--- src/hw/rtl/nkg_pkg.sv ---
// Shared types and constants for the kanji / grouped-digit number formatter.
// Holds the request structs, symbol codes, mode codes and BCD sizing helper.
// Depends on nothing.
package nkg_pkg;

  localparam int NUMBER_BITS_DEF = 63;
  localparam int MODE_W          = 2;
  localparam int NUMBER_W        = 63;
  localparam int SYMBOL_W        = 5;
  localparam int DIGIT_W         = 4;

  // Mode codes
  localparam logic [MODE_W-1:0] MODE_KANJI      = 2'd0;
  localparam logic [MODE_W-1:0] MODE_SEP_ASCII  = 2'd1;
  localparam logic [MODE_W-1:0] MODE_SEP_WIDE   = 2'd2;

  // Symbol codes; digits 0-9 stand for themselves
  localparam logic [SYMBOL_W-1:0] SYM_ZERO     = 5'd0;
  localparam logic [SYMBOL_W-1:0] SYM_TEN      = 5'd10;
  localparam logic [SYMBOL_W-1:0] SYM_HUNDRED  = 5'd11;
  localparam logic [SYMBOL_W-1:0] SYM_THOUSAND = 5'd12;
  localparam logic [SYMBOL_W-1:0] SYM_MAN      = 5'd13;
  localparam logic [SYMBOL_W-1:0] SYM_OKU      = 5'd14;
  localparam logic [SYMBOL_W-1:0] SYM_CHO      = 5'd15;
  localparam logic [SYMBOL_W-1:0] SYM_COMMA    = 5'd16;

  // Kanji numbers use at most sixteen digit places
  localparam int KANJI_DIGITS = 16;
  // Separated modes need at least four digits
  localparam int SEP_MIN_DIGITS = 4;

  typedef struct packed {
    logic [MODE_W-1:0]   mode;
    logic [NUMBER_W-1:0] number;
  } in_req_t;

  typedef struct packed {
    logic [SYMBOL_W-1:0] symbol;
    logic                error;
    logic                last;
  } out_req_t;

  // Number of BCD digits kept for a binary value of the given width. Slightly
  // generous, and never below one digit above the kanji range.
  function automatic int bcd_digits(input int bits);
    int n;
    n = (bits * 302) / 1000 + 1;
    if (n < KANJI_DIGITS + 1) begin
      n = KANJI_DIGITS + 1;
    end
    return n;
  endfunction

endpackage

--- src/hw/rtl/number_to_kanji_or_grouped_digits_top.sv ---
// Top level of the kanji / comma-grouped number formatter.
// Depends on nkg_pkg and nkg_bin2bcd.
//
// Usage:
//   A request on the input channel (in_valid_i / in_ready_o / in_req_i)
//   carries a mode and a number. The block answers with a run of result
//   requests on the output channel (out_valid_o / out_ready_i / out_req_o),
//   most significant symbol first, with last set on the final one. An out
//   of range number (or an unused mode) gives a single request with error
//   and last set and symbol zero.
//   Sequence: the request is taken, the bit-serial BCD converter shifts in
//   all NUMBER_BITS bits and flags it done, and a check state tests the
//   range; an error result then goes straight to the release. Otherwise the
//   scan visits each digit place, with a further step for each emitted unit
//   or comma, and a last step releases the final symbol. The converter shift
//   loop and the digit scan set the run time; the block takes one request
//   at a time.
//   in_ready_o is high only while idle. The final symbol of one request may
//   still wait in the output register while the next request is taken.
//   A stalled receiver holds the output register; the scan then holds as
//   soon as a second symbol is waiting behind it.
//   Reset empties the output register and returns the sequencer to idle.
module number_to_kanji_or_grouped_digits_top #(
  parameter int NUMBER_BITS = nkg_pkg::NUMBER_BITS_DEF
) (
  input  logic              clk_i,
  input  logic              rst_ni,
  input  logic              in_valid_i,
  output logic              in_ready_o,
  input  nkg_pkg::in_req_t  in_req_i,
  output logic              out_valid_o,
  input  logic              out_ready_i,
  output nkg_pkg::out_req_t out_req_o
);
  import nkg_pkg::*;

  localparam int BCD_DIGITS = bcd_digits(NUMBER_BITS);
  localparam int BCD_W      = BCD_DIGITS * DIGIT_W;
  localparam int POS_W      = $clog2(BCD_DIGITS);
  localparam logic [POS_W-1:0] POS_MAX   = POS_W'(BCD_DIGITS - 1);
  localparam logic [POS_W-1:0] POS_KANJI = POS_W'(KANJI_DIGITS);
  localparam logic [1:0]       MOD3_INIT = 2'((BCD_DIGITS - 1) % 3);

  typedef enum logic [2:0] {
    ST_IDLE,
    ST_CONV,
    ST_CHECK,
    ST_SCAN,
    ST_FLUSH
  } state_e;

  state_e               state_q, state_d;
  logic [MODE_W-1:0]    mode_q, mode_d;
  logic [BCD_W-1:0]     dig_q, dig_d;
  logic [POS_W-1:0]     pos_q, pos_d;
  logic [1:0]           mod3_q, mod3_d;
  logic                 sub_q, sub_d;
  logic                 started_q, started_d;
  logic                 grp_nz_q, grp_nz_d;
  logic                 hold_v_q, hold_v_d;
  logic [SYMBOL_W-1:0]  hold_sym_q, hold_sym_d;
  logic                 hold_err_q, hold_err_d;
  logic                 out_v_q, out_v_d;
  out_req_t             out_q, out_d;

  logic                 conv_start;
  logic                 conv_done;
  logic [BCD_W-1:0]     conv_bcd;

  logic [DIGIT_W-1:0]   d;
  logic                 d_nz;
  logic [1:0]           place;
  logic [1:0]           group;
  logic                 emit_d, emit_u, emit;
  logic [SYMBOL_W-1:0]  unit_sym, sym;
  logic                 slot_free;
  logic                 bad;
  logic                 any_nz, hi_nz, ge_1000;

  nkg_bin2bcd #(
    .NUMBER_BITS (NUMBER_BITS),
    .BCD_DIGITS  (BCD_DIGITS)
  ) u_conv (
    .clk_i   (clk_i),
    .rst_ni  (rst_ni),
    .start_i (conv_start),
    .value_i (in_req_i.number[NUMBER_BITS-1:0]),
    .done_o  (conv_done),
    .bcd_o   (conv_bcd)
  );

  function automatic logic [SYMBOL_W-1:0] place_unit(input logic [1:0] p);
    case (p)
      2'd1:    return SYM_TEN;
      2'd2:    return SYM_HUNDRED;
      2'd3:    return SYM_THOUSAND;
      default: return SYM_ZERO;
    endcase
  endfunction

  function automatic logic [SYMBOL_W-1:0] group_unit(input logic [1:0] g);
    case (g)
      2'd1:    return SYM_MAN;
      2'd2:    return SYM_OKU;
      2'd3:    return SYM_CHO;
      default: return SYM_ZERO;
    endcase
  endfunction

  // Range checks on the converted value
  assign any_nz  = |conv_bcd;
  assign hi_nz   = |conv_bcd[BCD_W-1:KANJI_DIGITS*DIGIT_W];
  assign ge_1000 = |conv_bcd[BCD_W-1:(SEP_MIN_DIGITS-1)*DIGIT_W];

  always_comb begin
    case (mode_q)
      MODE_KANJI:                    bad = !any_nz || hi_nz;
      MODE_SEP_ASCII, MODE_SEP_WIDE: bad = !ge_1000;
      default:                       bad = 1'b1;
    endcase
  end

  // Symbol decision for the digit place under scan
  assign d     = dig_q[BCD_W-1 -: DIGIT_W];
  assign d_nz  = (d != '0);
  assign place = pos_q[1:0];
  assign group = pos_q[3:2];

  always_comb begin
    emit_d   = 1'b0;
    emit_u   = 1'b0;
    unit_sym = SYM_COMMA;
    if (mode_q == MODE_KANJI) begin
      if (pos_q < POS_KANJI) begin
        if (place != 2'd0) begin
          // digit one is implied by the unit alone
          emit_d   = (d > DIGIT_W'(1));
          emit_u   = d_nz;
          unit_sym = place_unit(place);
        end else begin
          emit_d   = d_nz;
          emit_u   = (group != 2'd0) && (grp_nz_q || d_nz);
          unit_sym = group_unit(group);
        end
      end
    end else begin
      // skip leading zeros, comma before every third place from the right
      emit_d = started_q || d_nz;
      emit_u = (started_q || d_nz) && (pos_q != '0) && (mod3_q == 2'd0);
    end
  end

  assign emit      = sub_q ? emit_u : emit_d;
  assign sym       = sub_q ? unit_sym : {{(SYMBOL_W-DIGIT_W){1'b0}}, d};
  assign slot_free = !out_v_q || out_ready_i;

  always_comb begin
    state_d    = state_q;
    mode_d     = mode_q;
    dig_d      = dig_q;
    pos_d      = pos_q;
    mod3_d     = mod3_q;
    sub_d      = sub_q;
    started_d  = started_q;
    grp_nz_d   = grp_nz_q;
    hold_v_d   = hold_v_q;
    hold_sym_d = hold_sym_q;
    hold_err_d = hold_err_q;
    out_d      = out_q;
    out_v_d    = out_v_q && !out_ready_i;
    conv_start = 1'b0;

    case (state_q)
      ST_IDLE: begin
        if (in_valid_i) begin
          mode_d     = in_req_i.mode;
          conv_start = 1'b1;
          state_d    = ST_CONV;
        end
      end
      ST_CONV: begin
        if (conv_done) begin
          state_d = ST_CHECK;
        end
      end
      ST_CHECK: begin
        dig_d     = conv_bcd;
        pos_d     = POS_MAX;
        mod3_d    = MOD3_INIT;
        sub_d     = 1'b0;
        started_d = 1'b0;
        grp_nz_d  = 1'b0;
        if (bad) begin
          hold_v_d   = 1'b1;
          hold_sym_d = SYM_ZERO;
          hold_err_d = 1'b1;
          state_d    = ST_FLUSH;
        end else begin
          hold_v_d = 1'b0;
          state_d  = ST_SCAN;
        end
      end
      ST_SCAN: begin
        // hold the scan while a waiting symbol cannot move on
        if (!emit || !hold_v_q || slot_free) begin
          if (emit) begin
            if (hold_v_q) begin
              out_v_d = 1'b1;
              out_d   = '{symbol: hold_sym_q, error: hold_err_q, last: 1'b0};
            end
            hold_v_d   = 1'b1;
            hold_sym_d = sym;
            hold_err_d = 1'b0;
          end
          if (!sub_q && emit_u) begin
            sub_d = 1'b1;
          end else begin
            // advance to the next lower place
            sub_d     = 1'b0;
            dig_d     = {dig_q[BCD_W-DIGIT_W-1:0], {DIGIT_W{1'b0}}};
            pos_d     = pos_q - POS_W'(1);
            mod3_d    = (mod3_q == 2'd0) ? 2'd2 : mod3_q - 2'd1;
            started_d = started_q || d_nz;
            grp_nz_d  = (place == 2'd0) ? 1'b0 : (grp_nz_q || d_nz);
            if (pos_q == '0) begin
              state_d = ST_FLUSH;
            end
          end
        end
      end
      ST_FLUSH: begin
        if (slot_free) begin
          out_v_d  = 1'b1;
          out_d    = '{symbol: hold_sym_q, error: hold_err_q, last: 1'b1};
          hold_v_d = 1'b0;
          state_d  = ST_IDLE;
        end
      end
      default: begin
        state_d = ST_IDLE;
      end
    endcase
  end

  always_ff @(posedge clk_i or negedge rst_ni) begin
    if (!rst_ni) begin
      state_q   <= ST_IDLE;
      hold_v_q  <= 1'b0;
      out_v_q   <= 1'b0;
      sub_q     <= 1'b0;
      started_q <= 1'b0;
      grp_nz_q  <= 1'b0;
    end else begin
      state_q    <= state_d;
      mode_q     <= mode_d;
      dig_q      <= dig_d;
      pos_q      <= pos_d;
      mod3_q     <= mod3_d;
      sub_q      <= sub_d;
      started_q  <= started_d;
      grp_nz_q   <= grp_nz_d;
      hold_v_q   <= hold_v_d;
      hold_sym_q <= hold_sym_d;
      hold_err_q <= hold_err_d;
      out_v_q    <= out_v_d;
      out_q      <= out_d;
    end
  end

  assign in_ready_o  = (state_q == ST_IDLE);
  assign out_valid_o = out_v_q;
  assign out_req_o   = out_q;

  a_busy_after_take: assert property (@(posedge clk_i) disable iff (!rst_ni)
    in_valid_i && in_ready_o |=> !in_ready_o)
    else $error("input taken again before the run finished");

  a_flush_has_symbol: assert property (@(posedge clk_i) disable iff (!rst_ni)
    state_q == ST_FLUSH |-> hold_v_q)
    else $error("final release with no symbol waiting");

  a_done_in_conv: assert property (@(posedge clk_i) disable iff (!rst_ni)
    conv_done |-> state_q == ST_CONV)
    else $error("converter finished outside the conversion state");

  a_error_alone: assert property (@(posedge clk_i) disable iff (!rst_ni)
    out_valid_o && out_req_o.error |-> out_req_o.last && out_req_o.symbol == SYM_ZERO)
    else $error("error result is not a lone final zero");

  a_symbol_code: assert property (@(posedge clk_i) disable iff (!rst_ni)
    out_valid_o |-> out_req_o.symbol <= SYM_COMMA)
    else $error("symbol code out of range");

endmodule

--- src/hw/rtl/nkg_bin2bcd.sv ---
// Bit-serial binary to BCD converter (shift-and-add-three), one bit a cycle.
// Depends on nkg_pkg.
module nkg_bin2bcd #(
  parameter int NUMBER_BITS = nkg_pkg::NUMBER_BITS_DEF,
  parameter int BCD_DIGITS  = nkg_pkg::bcd_digits(nkg_pkg::NUMBER_BITS_DEF)
) (
  input  logic                     clk_i,
  input  logic                     rst_ni,
  input  logic                     start_i,
  input  logic [NUMBER_BITS-1:0]   value_i,
  output logic                     done_o,
  output logic [BCD_DIGITS*nkg_pkg::DIGIT_W-1:0] bcd_o
);
  import nkg_pkg::*;

  localparam int BCD_W = BCD_DIGITS * DIGIT_W;
  localparam int CNT_W = $clog2(NUMBER_BITS);

  logic [NUMBER_BITS-1:0] sr_q;
  logic [BCD_W-1:0]       bcd_q;
  logic [BCD_W-1:0]       adj;
  logic [CNT_W-1:0]       cnt_q;
  logic                   busy_q;
  logic                   done_q;

  // Add three to every digit of five or more before the shift
  always_comb begin
    for (int i = 0; i < BCD_DIGITS; i++) begin
      logic [DIGIT_W-1:0] dig;
      dig = bcd_q[DIGIT_W*i +: DIGIT_W];
      adj[DIGIT_W*i +: DIGIT_W] = (dig >= DIGIT_W'(5)) ? dig + DIGIT_W'(3) : dig;
    end
  end

  always_ff @(posedge clk_i or negedge rst_ni) begin
    if (!rst_ni) begin
      busy_q <= 1'b0;
      done_q <= 1'b0;
      cnt_q  <= '0;
    end else begin
      done_q <= 1'b0;
      if (busy_q) begin
        bcd_q <= {adj[BCD_W-2:0], sr_q[NUMBER_BITS-1]};
        sr_q  <= {sr_q[NUMBER_BITS-2:0], 1'b0};
        cnt_q <= cnt_q + CNT_W'(1);
        if (cnt_q == CNT_W'(NUMBER_BITS - 1)) begin
          busy_q <= 1'b0;
          done_q <= 1'b1;
        end
      end else if (start_i) begin
        sr_q   <= value_i;
        bcd_q  <= '0;
        cnt_q  <= '0;
        busy_q <= 1'b1;
      end
    end
  end

  assign done_o = done_q;
  assign bcd_o  = bcd_q;

endmodule
--- config.mk ---
export PLATFORM = sky130hd
export DESIGN_NAME = number_to_kanji_or_grouped_digits_top
export DESIGN_NICKNAME = d
export VERILOG_FILES = /design/src/hw/rtl/nkg_pkg.sv /design/src/hw/rtl/number_to_kanji_or_grouped_digits_top.sv /design/src/hw/rtl/nkg_bin2bcd.sv
export SDC_FILE = /design/constraint.sdc
export NUM_CORES = 1
export LEC_CHECK = 0
export BUFFER_PORTS_ARGS = -buffer_cell sky130_fd_sc_hd__buf_2
export CORE_ASPECT_RATIO = 2
export CORE_UTILIZATION = 61
export CTS_BUF_LIST = sky130_fd_sc_hd__clkbuf_4 sky130_fd_sc_hd__clkbuf_8 sky130_fd_sc_hd__clkbuf_16
export CTS_CLUSTER_DIAMETER = 30
export DETAILED_ROUTE_END_ITERATION = 8
export HOLD_SLACK_MARGIN = 0.03
export PLACE_DENSITY_LB_ADDON = 0.25
export SLEW_MARGIN = 20
export SYNTH_ARGS = -nofsm -noshare
export SYNTH_HDL_FRONTEND = slang
export SYNTH_SLANG_ARGS = --single-unit
--- constraint.sdc ---
create_clock -name clk_i -period 9.23 [get_ports clk_i]
set_clock_uncertainty 0.15 [all_clocks]
set_input_delay 1.3845 -clock clk_i [delete_from_list [all_inputs] [get_ports clk_i]]
set_output_delay 1.3845 -clock clk_i [all_outputs]
set_load 0.05 [all_outputs]
==> run summary <==
status - completed
antenna violations before repair - 0
Slowest-stage cell, CP - buf_4
clock root cell - clkbuf_16
setup TNS - 0 ns
largest net degree at the start of global routing - 123
Int Pwr - 0.00337 W
kind of cell adding the most delay to the critical path - buffers and inverters
Crit Path Category - in -> reg
number of enable flip-flop cells after synthesis - 245
syn_nets - 1,375
slowest cell delay on critical path - 0.87 ns
Global Route Usage Sum - 0.229
Bufs and invs on worst path - 4
Die Area - 0.0222 mm2
Final Setup Violations - 0
HPWL Detailed - 15,800 um
most used cell, CP - buf_4
Post-CTS Setup Inserts - 0
fmax - 0.231 GHz
filler cell count - 1,597
Slew Limit Fails - 0
row count - 75
CTS Hold Buffers Added - 0
Startpoint Class - input pin
largest area contributor in the netlist - edfxtp_1
IO Count - 78
Avg Vias per Cell - 5.47
Final min period - 4.34 ns
maximum VDD drop - 0.272 mV
core area - 0.0210 mm2
Synth Warn # - 0
Clock power frac - 0.240
DIE HEIGHT - 210 um
area share of the largest cell type after synthesis - 0.560
CTS H-tree lvls - 1
Slew HR - 0.288
number of global-route vias before repair - 8,832
RSZ-0062 raised after global routing - false
routed len/inst - 15.2 um
Crit path required time - 9.25 ns
ratio of final minimum period to clock period - 0.470
Least-Margin Pin Slew - 1.07 ns
Syn Area/Cell - 10.6 um2
clk sink count - 261
final WL - 24,100 um
via count - 8,697
1st-iter DRT viols - 404
final core utilization - 0.701
top post-synthesis cells by count - nand2_1 (361), edfxtp_1 (245), o21ai_1 (81)
number of CTS-inserted buffers - 31
Die W - 106 um
Starting Density - 0.625
layout cells sized above 1 - 0.119
register area share after synthesis - 0.590
Syn-to-layout area delta - 12.2%
most used flip-flop cell after synthesis - edfxtp_1
GPL Wtd Cong - 0.829
total of max-cap violations - 0
first-pass GRT wire length - 40,800 um
Synth area leaders - edfxtp_1 (56%), nand2_1 (10%), ha_1 (6.5%), o21ai_1 (3.1%), dfrtp_1 (3.0%)
worst path cell trace - buf_2 > and2_2 > buf_4 > nor2_1 > nor2b_4 > buf_4 > buf_4
CTS Buffer Depth - 3
clk slew on worst S/H paths - 0.06 ns
Final Hold Viols - 0
Synth async-reset ratio - 0.0613
Seq pwr share - 0.449
clk_lat worst skew - 0.56 ns
global-route congestion overflow total - 0
nets - 1,438
TritonRoute pass-1 iters - 5
post-synthesis cell type count - 57
CTS resizes - 0
Sw Ratio - 0.341
n_diodes - 0
CP max FO - 77
combinational share of power - 0.311
CTS tree - yes
Sw Pwr - 0.00174 W
min-delay worst type - reg -> reg
CP endpoint kind - flop
register area - 0.00776 mm2
Synth Instances - 1,238
Syn Std Cell Area - 0.0131 mm2
Multi-input gate area - 0.00496 mm2
Antenna Nets Post-Route - 0
WP data arrival - 4.36 ns
PwrDens - 346 mW/mm2
port bufs - 77
LEAKAGE - 5.74 nW
most common cell in the netlist - nand2_1
Remaining DRCs - 0
#FFs+latches synth - 261
worst reg2reg max path, stage by stage, from the launching register on:
cell	delay, ns
dfrtp_1	0.51
nor3_2	0.30
and2_2	0.20
buf_4	0.49
nor2_1	0.22
nor2b_4	0.41
buf_4	0.87
buf_4	0.73
cells by family after synthesis:
| family | Yosys count | synth area share |
|---|---|---|
| simple gates | 531 | 0.184 |
| flops | 261 | 0.590 |
| mux | 5 | 0.00419 |
| xor+xnor | 44 | 0.0293 |
| fa+ha+maj | 68 | 0.0648 |
| buf+inv | 108 | 0.0328 |
| compound gates | 221 | 0.0946 |
flip-flops by register name (all words and copies together), names as in the netlist:
signal,flops
grp_nz_q,1
sub_q,1
u_conv.cnt_q,6
started_q,1
hold_err_q,1
dig_q,80
state_q,3
u_conv.done_o,1
out_req_o,7
hold_v_q,1
hold_sym_q,5
mod3_q,2
u_conv.busy_q,1
out_valid_o,1
u_conv.sr_q,63
mode_q,2
pos_q,5
u_conv.bcd_o,80
final timing paths:
kind | start | end | slack (ns) | cells past startpoint
min reg2reg | hold_sym_q[3] | out_req_o[5] | 0.27 | 0
max | in_valid_i | u_conv.bcd_o[15] | 4.89 | 7
max in group asynchronous | rst_ni | u_conv.busy_q | 7.94 | 1
min | hold_sym_q[3] | out_req_o[5] | 0.27 | 0
max reg2reg | state_q[0] | u_conv.bcd_o[15] | 4.96 | 7
min in group asynchronous | rst_ni | out_valid_o | 0.63 | 1
per-layer routing:
| metal | track usage | part of all wire |
|---|---|---|
| met1 | 0.261 | 0.39 |
| met2 | 0.430 | 0.55 |
| met3 | 0.0208 | 0.031 |
| met4 | 0.102 | 0.035 |
| met5 | 0 | 0 |
final cells by class:
class                   instances  share of cell area
repair buffers                 84              0.0297
inverters                      54              0.0137
multi-input cells             869               0.337
flip-flops and latches        261               0.526
clock inverters                21              0.0170
well taps                     269              0.0228
clock buffers                  33              0.0536
layout by cell type, fill, tap and decap left out, types with 4 or more instances in the layout:
| master | instances |
|---|---|
| and2_1 | 43 |
| nor2_1 | 33 |
| clkbuf_16 | 31 |
| buf_2 | 77 |
| nand2b_1 | 25 |
| nor3_1 | 5 |
| nand4_1 | 6 |
| inv_1 | 52 |
| buf_4 | 7 |
| nand2_1 | 361 |
| a21boi_0 | 20 |
| xnor2_1 | 23 |
| nor4b_1 | 4 |
| o21ai_0 | 67 |
| bufinv_16 | 4 |
| nand3_1 | 7 |
| inv_6 | 4 |
| xor2_1 | 21 |
| dfrtp_1 | 15 |
| nor4_1 | 4 |
| clkinv_2 | 4 |
| ha_1 | 68 |
| a21oi_1 | 31 |
| nor3b_1 | 20 |
| edfxtp_1 | 245 |
| o21ai_1 | 81 |
power by group through the flow:
stage          combinational (W)  clock, W  sequential (W)
2_1_floorplan            0.00129         0         0.00221
3_3_place_gp             0.00152         0         0.00230
3_5_place_dp             0.00159         0         0.00231
4_1_cts                  0.00161   0.00125         0.00230
5_1_grt                  0.00184   0.00128         0.00235
6_report                 0.00159   0.00123         0.00229
metrics by stage:
stage	cell area (um2)	std cells	hold slack (ns)	power, W	setup WS [ns]
6_report	14700	1591	0.266	0.00510	4.89
5_1_grt	14700	1591	0.284	0.00548	4.61
4_1_cts	14700	1591	0.268	0.00515	4.84
3_5_place_dp	13700	1537	0.255	0.00390	4.28
3_3_place_gp	13700	1537	0.252	0.00382	4.38
2_1_floorplan	13100	1238	0.250	0.00349	0.403
Power figures use the tool's default switching activity.
